===== src/hw/rtl/ipq_pkg.sv =====
// Package for the indexed priority queue: payload structs, operation codes,
// sequencer states and fixed field widths. No dependencies.
package ipq_pkg;

  localparam int ID_W  = 6;
  localparam int PRI_W = 32;
  localparam int CNT_W = 7;
  localparam int FN_W  = 3;

  // Operation codes
  localparam logic [FN_W-1:0] FN_INSERT = 3'd0;
  localparam logic [FN_W-1:0] FN_RAISE  = 3'd1;
  localparam logic [FN_W-1:0] FN_LOWER  = 3'd2;
  localparam logic [FN_W-1:0] FN_REMOVE = 3'd3;
  localparam logic [FN_W-1:0] FN_QUERY  = 3'd4;

  typedef struct packed {
    logic [FN_W-1:0]         func;
    logic [ID_W-1:0]         entry_id;
    logic signed [PRI_W-1:0] priority_in;
  } in_item_t;

  typedef struct packed {
    logic                    ok;
    logic [ID_W-1:0]         removed_id;
    logic signed [PRI_W-1:0] priority_out;
    logic [CNT_W-1:0]        entry_count;
  } out_item_t;

  // Result of the shared compare unit
  typedef struct packed {
    logic gt;
    logic lt;
  } cmp_res_t;

  typedef enum logic [3:0] {
    S_IDLE,
    S_CHK,
    S_TOPPRI,
    S_UL_RD,
    S_UL_CHK,
    S_PL_ORD,
    S_PL_PRI,
    S_PL_CMP,
    S_DONE
  } state_t;

endpackage


===== src/hw/rtl/ipq_ram.sv =====
// Simple dual-port RAM, one write and one registered read port.
// No dependencies beyond its parameters.
module ipq_ram #(
  parameter int W  = 32,
  parameter int D  = 64,
  parameter int AW = 6
) (
  input  logic          clk,
  input  logic          wr_en,
  input  logic [AW-1:0] wr_addr,
  input  logic [W-1:0]  wr_data,
  input  logic          rd_en,
  input  logic [AW-1:0] rd_addr,
  output logic [W-1:0]  rd_data
);

  logic [W-1:0] mem [D];

  // write port
  always_ff @(posedge clk) begin
    if (wr_en) begin
      mem[wr_addr] <= wr_data;
    end
  end

  // registered read port
  always_ff @(posedge clk) begin
    if (rd_en) begin
      rd_data <= mem[rd_addr];
    end
  end

endmodule


===== src/hw/rtl/ipq_cmp.sv =====
// Shared signed priority compare unit used by the check and placement steps of the sequencer.
// Depends on ipq_pkg.
module ipq_cmp
  import ipq_pkg::*;
(
  input  logic signed [PRI_W-1:0] a,
  input  logic signed [PRI_W-1:0] b,
  output cmp_res_t                res
);

  // signed Q16.16 compare is a plain two's complement compare
  always_comb begin
    res.gt = (a > b);
    res.lt = (a < b);
  end

endmodule


===== src/hw/rtl/indexed_priority_queue_unit.sv =====
// Indexed priority queue kept as a priority-sorted list in RAM.
// Operations run one at a time, and busy stays high through the result strobe.
// Remove does an unlink scan; insert does a placement walk; raise or lower
// does an unlink scan, then a placement walk. Both walk the order RAM, and
// the placement walk uses the shared compare unit.
// Reset: synchronous; clears count and all presence bits.
module indexed_priority_queue_unit
  import ipq_pkg::*;
#(
  parameter int MAX_ENTRIES = 64
) (
  input  logic      clk,
  input  logic      rst_n,
  input  logic      start,
  output logic      busy,
  input  in_item_t  in_data,
  output logic      out_valid,
  output out_item_t out_data
);

  // ids are 6 bits wide, so no more than 64 entries can ever be present
  localparam int IDS = (MAX_ENTRIES < 64) ? MAX_ENTRIES : 64;
  localparam int AW  = $clog2(IDS);
  localparam logic [CNT_W-1:0] IDS_C = CNT_W'(IDS);

  state_t state_r, state_nxt;

  logic [FN_W-1:0]         func_r, func_nxt;
  logic [AW-1:0]           tgt_r, tgt_nxt;
  logic signed [PRI_W-1:0] pri_r, pri_nxt;
  logic [AW-1:0]           mv_r, mv_nxt;
  logic [CNT_W-1:0]        idx_r, idx_nxt;
  logic [CNT_W-1:0]        cnt_r, cnt_nxt;
  logic                    found_r, found_nxt;
  logic                    ok_r, ok_nxt;
  logic [ID_W-1:0]         rid_r, rid_nxt;
  logic signed [PRI_W-1:0] pout_r, pout_nxt;
  logic [IDS-1:0]          present_r, present_nxt;

  // RAM ports
  logic             pr_we, pr_re, or_we, or_re;
  logic [AW-1:0]    pr_wa, pr_ra, or_wa, or_ra;
  logic [PRI_W-1:0] pr_wd, pr_rd;
  logic [AW-1:0]    or_wd, or_rd;

  cmp_res_t cmp;

  logic            in_id_ok, here_in, ins_ok;
  logic [AW-1:0]   in_id;
  logic [CNT_W-1:0] idx_m1, cnt_m1;

  assign in_id    = in_data.entry_id[AW-1:0];
  assign in_id_ok = {1'b0, in_data.entry_id} < IDS_C;
  assign here_in  = in_id_ok && present_r[in_id];
  assign ins_ok   = in_id_ok && !present_r[in_id] && (cnt_r < IDS_C);
  assign idx_m1   = idx_r - CNT_W'(1);
  assign cnt_m1   = cnt_r - CNT_W'(1);

  ipq_ram #(.W(PRI_W), .D(IDS), .AW(AW)) u_pri_ram (
    .clk(clk), .wr_en(pr_we), .wr_addr(pr_wa), .wr_data(pr_wd),
    .rd_en(pr_re), .rd_addr(pr_ra), .rd_data(pr_rd)
  );

  ipq_ram #(.W(AW), .D(IDS), .AW(AW)) u_ord_ram (
    .clk(clk), .wr_en(or_we), .wr_addr(or_wa), .wr_data(or_wd),
    .rd_en(or_re), .rd_addr(or_ra), .rd_data(or_rd)
  );

  // new priority against the priority read from RAM
  ipq_cmp u_cmp (.a(pri_r), .b($signed(pr_rd)), .res(cmp));

  // next state
  always_comb begin
    state_nxt = state_r;
    unique case (state_r)
      S_IDLE: begin
        if (start) begin
          priority case (in_data.func)
            FN_INSERT: state_nxt = ins_ok ? S_PL_ORD : S_DONE;
            FN_RAISE,
            FN_LOWER,
            FN_QUERY:  state_nxt = here_in ? S_CHK : S_DONE;
            FN_REMOVE: state_nxt = (cnt_r != '0) ? S_CHK : S_DONE;
            default:   state_nxt = S_DONE;
          endcase
        end
      end
      S_CHK: begin
        priority case (func_r)
          FN_RAISE:  state_nxt = cmp.gt ? S_UL_RD : S_DONE;
          FN_LOWER:  state_nxt = cmp.lt ? S_UL_RD : S_DONE;
          FN_REMOVE: state_nxt = S_TOPPRI;
          default:   state_nxt = S_DONE;
        endcase
      end
      S_TOPPRI: state_nxt = S_UL_RD;
      S_UL_RD: begin
        if (idx_r < cnt_r) begin
          state_nxt = S_UL_CHK;
        end else begin
          state_nxt = (func_r == FN_REMOVE) ? S_DONE : S_PL_ORD;
        end
      end
      S_UL_CHK: state_nxt = S_UL_RD;
      S_PL_ORD: state_nxt = (idx_r == '0) ? S_DONE : S_PL_PRI;
      S_PL_PRI: state_nxt = S_PL_CMP;
      S_PL_CMP: state_nxt = cmp.gt ? S_PL_ORD : S_DONE;
      S_DONE:   state_nxt = S_IDLE;
      default:  state_nxt = S_IDLE;
    endcase
  end

  // datapath and RAM control
  always_comb begin
    func_nxt    = func_r;
    tgt_nxt     = tgt_r;
    pri_nxt     = pri_r;
    mv_nxt      = mv_r;
    idx_nxt     = idx_r;
    cnt_nxt     = cnt_r;
    found_nxt   = found_r;
    ok_nxt      = ok_r;
    rid_nxt     = rid_r;
    pout_nxt    = pout_r;
    present_nxt = present_r;
    pr_we = 1'b0; pr_wa = tgt_r; pr_wd = pri_r;
    pr_re = 1'b0; pr_ra = or_rd;
    or_we = 1'b0; or_wa = idx_r[AW-1:0]; or_wd = tgt_r;
    or_re = 1'b0; or_ra = idx_r[AW-1:0];
    unique case (state_r)
      S_IDLE: begin
        if (start) begin
          func_nxt = in_data.func;
          tgt_nxt  = in_id;
          pri_nxt  = in_data.priority_in;
          ok_nxt   = 1'b0;
          rid_nxt  = '0;
          pout_nxt = '0;
          priority case (in_data.func)
            FN_INSERT: begin
              if (ins_ok) begin
                present_nxt[in_id] = 1'b1;
                pr_we   = 1'b1;
                pr_wa   = in_id;
                pr_wd   = in_data.priority_in;
                idx_nxt = cnt_r;
              end
            end
            FN_RAISE,
            FN_LOWER,
            FN_QUERY: begin
              pr_re = 1'b1;
              pr_ra = in_id;
            end
            FN_REMOVE: begin
              or_re = 1'b1;
              or_ra = '0;
            end
            default: ;
          endcase
        end
      end
      S_CHK: begin
        priority case (func_r)
          FN_QUERY: begin
            pout_nxt = pr_rd;
            ok_nxt   = 1'b1;
          end
          FN_RAISE,
          FN_LOWER: begin
            if ((func_r == FN_RAISE) ? cmp.gt : cmp.lt) begin
              pr_we     = 1'b1;
              idx_nxt   = '0;
              found_nxt = 1'b0;
            end
          end
          FN_REMOVE: begin
            tgt_nxt = or_rd;
            rid_nxt = ID_W'(or_rd);
            pr_re   = 1'b1;
            pr_ra   = or_rd;
          end
          default: ;
        endcase
      end
      S_TOPPRI: begin
        pout_nxt = pr_rd;
        ok_nxt   = 1'b1;
        present_nxt[tgt_r] = 1'b0;
        idx_nxt   = '0;
        found_nxt = 1'b0;
      end
      // unlink scan: read each slot, shift left once the target is passed
      S_UL_RD: begin
        if (idx_r < cnt_r) begin
          or_re = 1'b1;
        end else begin
          cnt_nxt = cnt_m1;
          idx_nxt = cnt_m1;
        end
      end
      S_UL_CHK: begin
        if (found_r) begin
          or_we = 1'b1;
          or_wa = idx_m1[AW-1:0];
          or_wd = or_rd;
        end
        if (or_rd == tgt_r) begin
          found_nxt = 1'b1;
        end
        idx_nxt = idx_r + CNT_W'(1);
      end
      // placement walk from the tail toward the head
      S_PL_ORD: begin
        if (idx_r == '0) begin
          or_we   = 1'b1;
          or_wa   = '0;
          cnt_nxt = cnt_r + CNT_W'(1);
          ok_nxt  = 1'b1;
        end else begin
          or_re = 1'b1;
          or_ra = idx_m1[AW-1:0];
        end
      end
      S_PL_PRI: begin
        mv_nxt = or_rd;
        pr_re  = 1'b1;
        pr_ra  = or_rd;
      end
      S_PL_CMP: begin
        or_we = 1'b1;
        if (cmp.gt) begin
          or_wd   = mv_r;
          idx_nxt = idx_m1;
        end else begin
          cnt_nxt = cnt_r + CNT_W'(1);
          ok_nxt  = 1'b1;
        end
      end
      S_DONE: ;
      default: ;
    endcase
  end

  // control registers
  always_ff @(posedge clk) begin
    if (!rst_n) begin
      state_r   <= S_IDLE;
      cnt_r     <= '0;
      present_r <= '0;
    end else begin
      state_r   <= state_nxt;
      cnt_r     <= cnt_nxt;
      present_r <= present_nxt;
    end
  end

  // payload registers
  always_ff @(posedge clk) begin
    func_r  <= func_nxt;
    tgt_r   <= tgt_nxt;
    pri_r   <= pri_nxt;
    mv_r    <= mv_nxt;
    idx_r   <= idx_nxt;
    found_r <= found_nxt;
    ok_r    <= ok_nxt;
    rid_r   <= rid_nxt;
    pout_r  <= pout_nxt;
  end

  // result transfer
  assign busy                  = (state_r != S_IDLE);
  assign out_valid             = (state_r == S_DONE);
  assign out_data.ok           = ok_r;
  assign out_data.removed_id   = rid_r;
  assign out_data.priority_out = pout_r;
  assign out_data.entry_count  = cnt_r;

  a_cnt_bound: assert property (@(posedge clk) disable iff (!rst_n)
    cnt_r <= IDS_C) else $error("count exceeds capacity");

  a_start_busy: assert property (@(posedge clk) disable iff (!rst_n)
    (start && !busy) |=> busy) else $error("accepted item did not start");

  a_one_strobe: assert property (@(posedge clk) disable iff (!rst_n)
    out_valid |=> !out_valid) else $error("result strobe longer than a cycle");

  a_cnt_step: assert property (@(posedge clk) disable iff (!rst_n)
    (state_r == S_IDLE) |=> (cnt_r == $past(cnt_r)))
    else $error("count changed outside an operation");

endmodule

===== config.mk =====
export PLATFORM = sky130hd
export DESIGN_NAME = indexed_priority_queue_unit
export DESIGN_NICKNAME = d
export VERILOG_FILES = /design/src/hw/rtl/ipq_pkg.sv /design/src/hw/rtl/ipq_ram.sv /design/src/hw/rtl/ipq_cmp.sv /design/src/hw/rtl/indexed_priority_queue_unit.sv
export SDC_FILE = /design/constraint.sdc
export NUM_CORES = 2
export LEC_CHECK = 0
export ABC_AREA = 1
export BUFFER_PORTS_ARGS = -buffer_cell sky130_fd_sc_hd__buf_2
export CORE_ASPECT_RATIO = 0.75
export CORE_MARGIN = 5
export CORE_UTILIZATION = 35
export CTS_CLUSTER_DIAMETER = 80
export DETAILED_ROUTE_END_ITERATION = 12
export GPL_TIMING_DRIVEN = 1
export SLEW_MARGIN = 20
export SYNTH_ARGS = -nofsm -noshare
export SYNTH_HDL_FRONTEND = slang
export SYNTH_SLANG_ARGS = --single-unit

===== constraint.sdc =====
create_clock -name clk -period 9.03 [get_ports clk]
set_input_delay 1.806 -clock clk [delete_from_list [all_inputs] [get_ports clk]]
set_output_delay 1.806 -clock clk [all_outputs]
set_load 0.01 [all_outputs]

==> out/results.ini <==
[worst_setup_path]
worstPathCellList=buf_2 > inv_4 > nand2_1 > nand3_1 > nand2_1 > nor2_1 > nor2_1 > nor2_1 > nand2_1 > nor2_4 > nand4_4 > o21ai_2 > nand3_2 > nor2_4 > buf_4
worstSetupStartpoint=in_data[32]
timing.rr.start=u_pri_ram.rd_data[31]$_DFFE_PP_
crit_buf_inv=3
worst_r2r_endpoint=u_pri_ram.mem[54][0]$_DFFE_PP_
reg2reg_slack_ns=3.33
worstPathMaxFanout=63
crit_end=u_pri_ram.mem[54][0]$_DFFE_PP_
cp-start-kind=input port
slowest_stage=nor2_4
critPathCaptureType=register
cp_num_cells=15
max_stage_delay_ns=0.89
required_ns=9.59
reg2reg_depth=15
setup.worst_path.class=in2reg
cp_top_family=simple AND/OR/NAND/NOR gates
worstPathArrival_ns=6.68

[grt]
grt_usage=0.186
grt_pass1_vias=72200
grt_first_pass_wirelength_microns=487000
grt_max_degree=194
grt.overflow.total=0
antenna_found_initial=11

[sta]
timing.final.crit_share=0.679
setup_tns_ns=0
skew_ns=0.0894
setup_viol=0
relSlewSlack=0.223
whs_ns=0.481
fin_ws_ns=2.90
period_needed_ns=6.13
rsz0062_at_grt=no
tightestPinTransition_ns=1.15
slew_viol_final=0
fmax_ghz=0.163
finalHoldViolCount=0

[outcome]
status=complete, no violations

[min_path]
holdCritPathClass=reg2reg

[logic_synthesis]
synthCells=11300
synth_top_cell_area_share=0.665
synth-edff-count=2564
synth_fp_nets=11400
synthFlopType=edfxtp_1
ys_seq_area_frac=0.678
synth.avg_cell_area_sq_um=10.2
synthArstFlopShare=0
syn_area_sq_um=116000
yosysTopAreaCell=edfxtp_1
ys_seq_elements=2639
ys_types=47
synthTopCellsByArea=edfxtp_1 (67%), nand2_1 (12%), nand3_1 (8.4%)
ys_warn_count=0

[detailed_routing]
drt_iter0_drc=10100
wl_microns=330000
drc_errors=0
drt-wirelength-per-cell_microns=20.8
vias_per_cell=4.99
dr.pass1.iters=8
vias=79200
ant_nets=0

[place]
io_buffers=91
hpwl_microns=190000
gp_congestion=0.901
post-place-ws_ns=2.16
place_area_sq_um=122000

[cts]
cts_max_path_buffers=4
cts_setup_buffers=0
cts_root_buffer=clkbuf_16
cts_resized=0
clock_sinks=2639
cts_inserted_buffers=244
hold_buffers=0
cts_tree=built
path_clk_slew_ns=0.06
clk_latency_ns=0.93
h-tree-depth=4

[floorplan]
die_h_microns=508
io_pins=92
core_sq_um=329000
rows=182
die_x_microns=674
start_util=0.352
die_area_sq_um=342000

[power]
leakagePower_nw=52.1
p_per_area_nw_per_um2=220
ir_drop_mv=0.165

[finish]
final_common_cell=nand2_1
finalInstanceArea_sq_um=130000
drive_gt1_frac=0.0725
nets=11300
final_cell_mix=nand2_1 (3554), edfxtp_1 (2564), nand3_1 (1940)
area_delta_synth_final_pct=12.2

[run]
maxCapViolCount=0

-- area by class of cell --
cell class                      count  area (sq um)
Tap cell                         4416          5530
Clock inverter                    160          1670
Multi-Input combinational cell   6403         29000
Fill cell                       31500        199000
Inverter                         1693          6380
Antenna cell                        5          12.5
Timing Repair Buffer              277          2360
Clock buffer                      290          6400
Sequential cell                  2639         78500
-- worst min-delay path, cell delays in order, from the launching register on --
cell and delay [ns]:
dfxtp_1 0.30, inv_1 0.07, a21oi_1 0.06
-- registers in the layout (all words and copies together) (netlist names), 7 cells and up --
register,count
pout_r,32
present_r,64
idx_r,7
u_pri_ram.mem,2048
u_pri_ram.rd_data,32
u_ord_ram.mem,384
pri_r,32
cnt_r,7
-- through the flow --
stage               total power [mW]  utilization  cells
floorplan                       16.5            -  11300
finish                          28.5        0.395  15900
global route                    29.5        0.395  15900
global placement                18.0        0.369  15400
detailed placement              18.0        0.370  15400
CTS                             28.6        0.394  15900
-- routing by layer --
layer | GRT usage | routed length, microns | up-vias
li1 | - | - | 37200
met1 | 0.289 | 150000 | 37900
met2 | 0.266 | 139000 | 3639
met3 | 0.0310 | 32000 | 469
met4 | 0.0509 | 9050 | 2
met5 | 0 | 13 | -
-- kinds of logic after synthesis --
logic type | share of synthesized area
xor+xnor | 0.000908
compound gates | 0.0199
fa+ha+maj | 0.00487
buf+inv | 0.0780
mux | 0.0000865
simple gates | 0.218
flops | 0.678
-- cells in the mapped netlist, types with 10 or more instances --
library cell / instances
buf_1: 68
a21oi_1: 166
nand3_2: 16
buf_4: 26
edfxtp_1: 2564
o21ai_2: 10
buf_2: 282
dfxtp_1: 75
inv_2: 10
nand3_1: 1940
or2_2: 18
o211ai_1: 65
nor3_1: 27
inv_1: 1680
nand4_1: 66
ha_1: 45
nor2_1: 260
clkbuf_1: 204
o21ai_0: 133
nand2_1: 3589
-- power breakdown --
group | switching, mW | internal [mW]
Combinational | 3.02 | 0.866
Clock | 4.66 | 6.01
Sequential | 0.0663 | 13.9
-- worst min-delay path by stage --
stage                               startpoint                          to  slack, ns  depth (start not counted)
finish              present_r[27]$_SDFFE_PN0P_  present_r[27]$_SDFFE_PN0P_       0.48                          2
global route        present_r[57]$_SDFFE_PN0P_  present_r[57]$_SDFFE_PN0P_       0.50                          2
CTS                 present_r[41]$_SDFFE_PN0P_  present_r[41]$_SDFFE_PN0P_       0.48                          2
detailed placement  present_r[52]$_SDFFE_PN0P_  present_r[52]$_SDFFE_PN0P_       0.47                          2
global placement    present_r[16]$_SDFFE_PN0P_  present_r[16]$_SDFFE_PN0P_       0.47                          2
floorplan           present_r[52]$_SDFFE_PN0P_  present_r[52]$_SDFFE_PN0P_       0.45                          2
No activity file was read; power rests on OpenSTA's default activity.
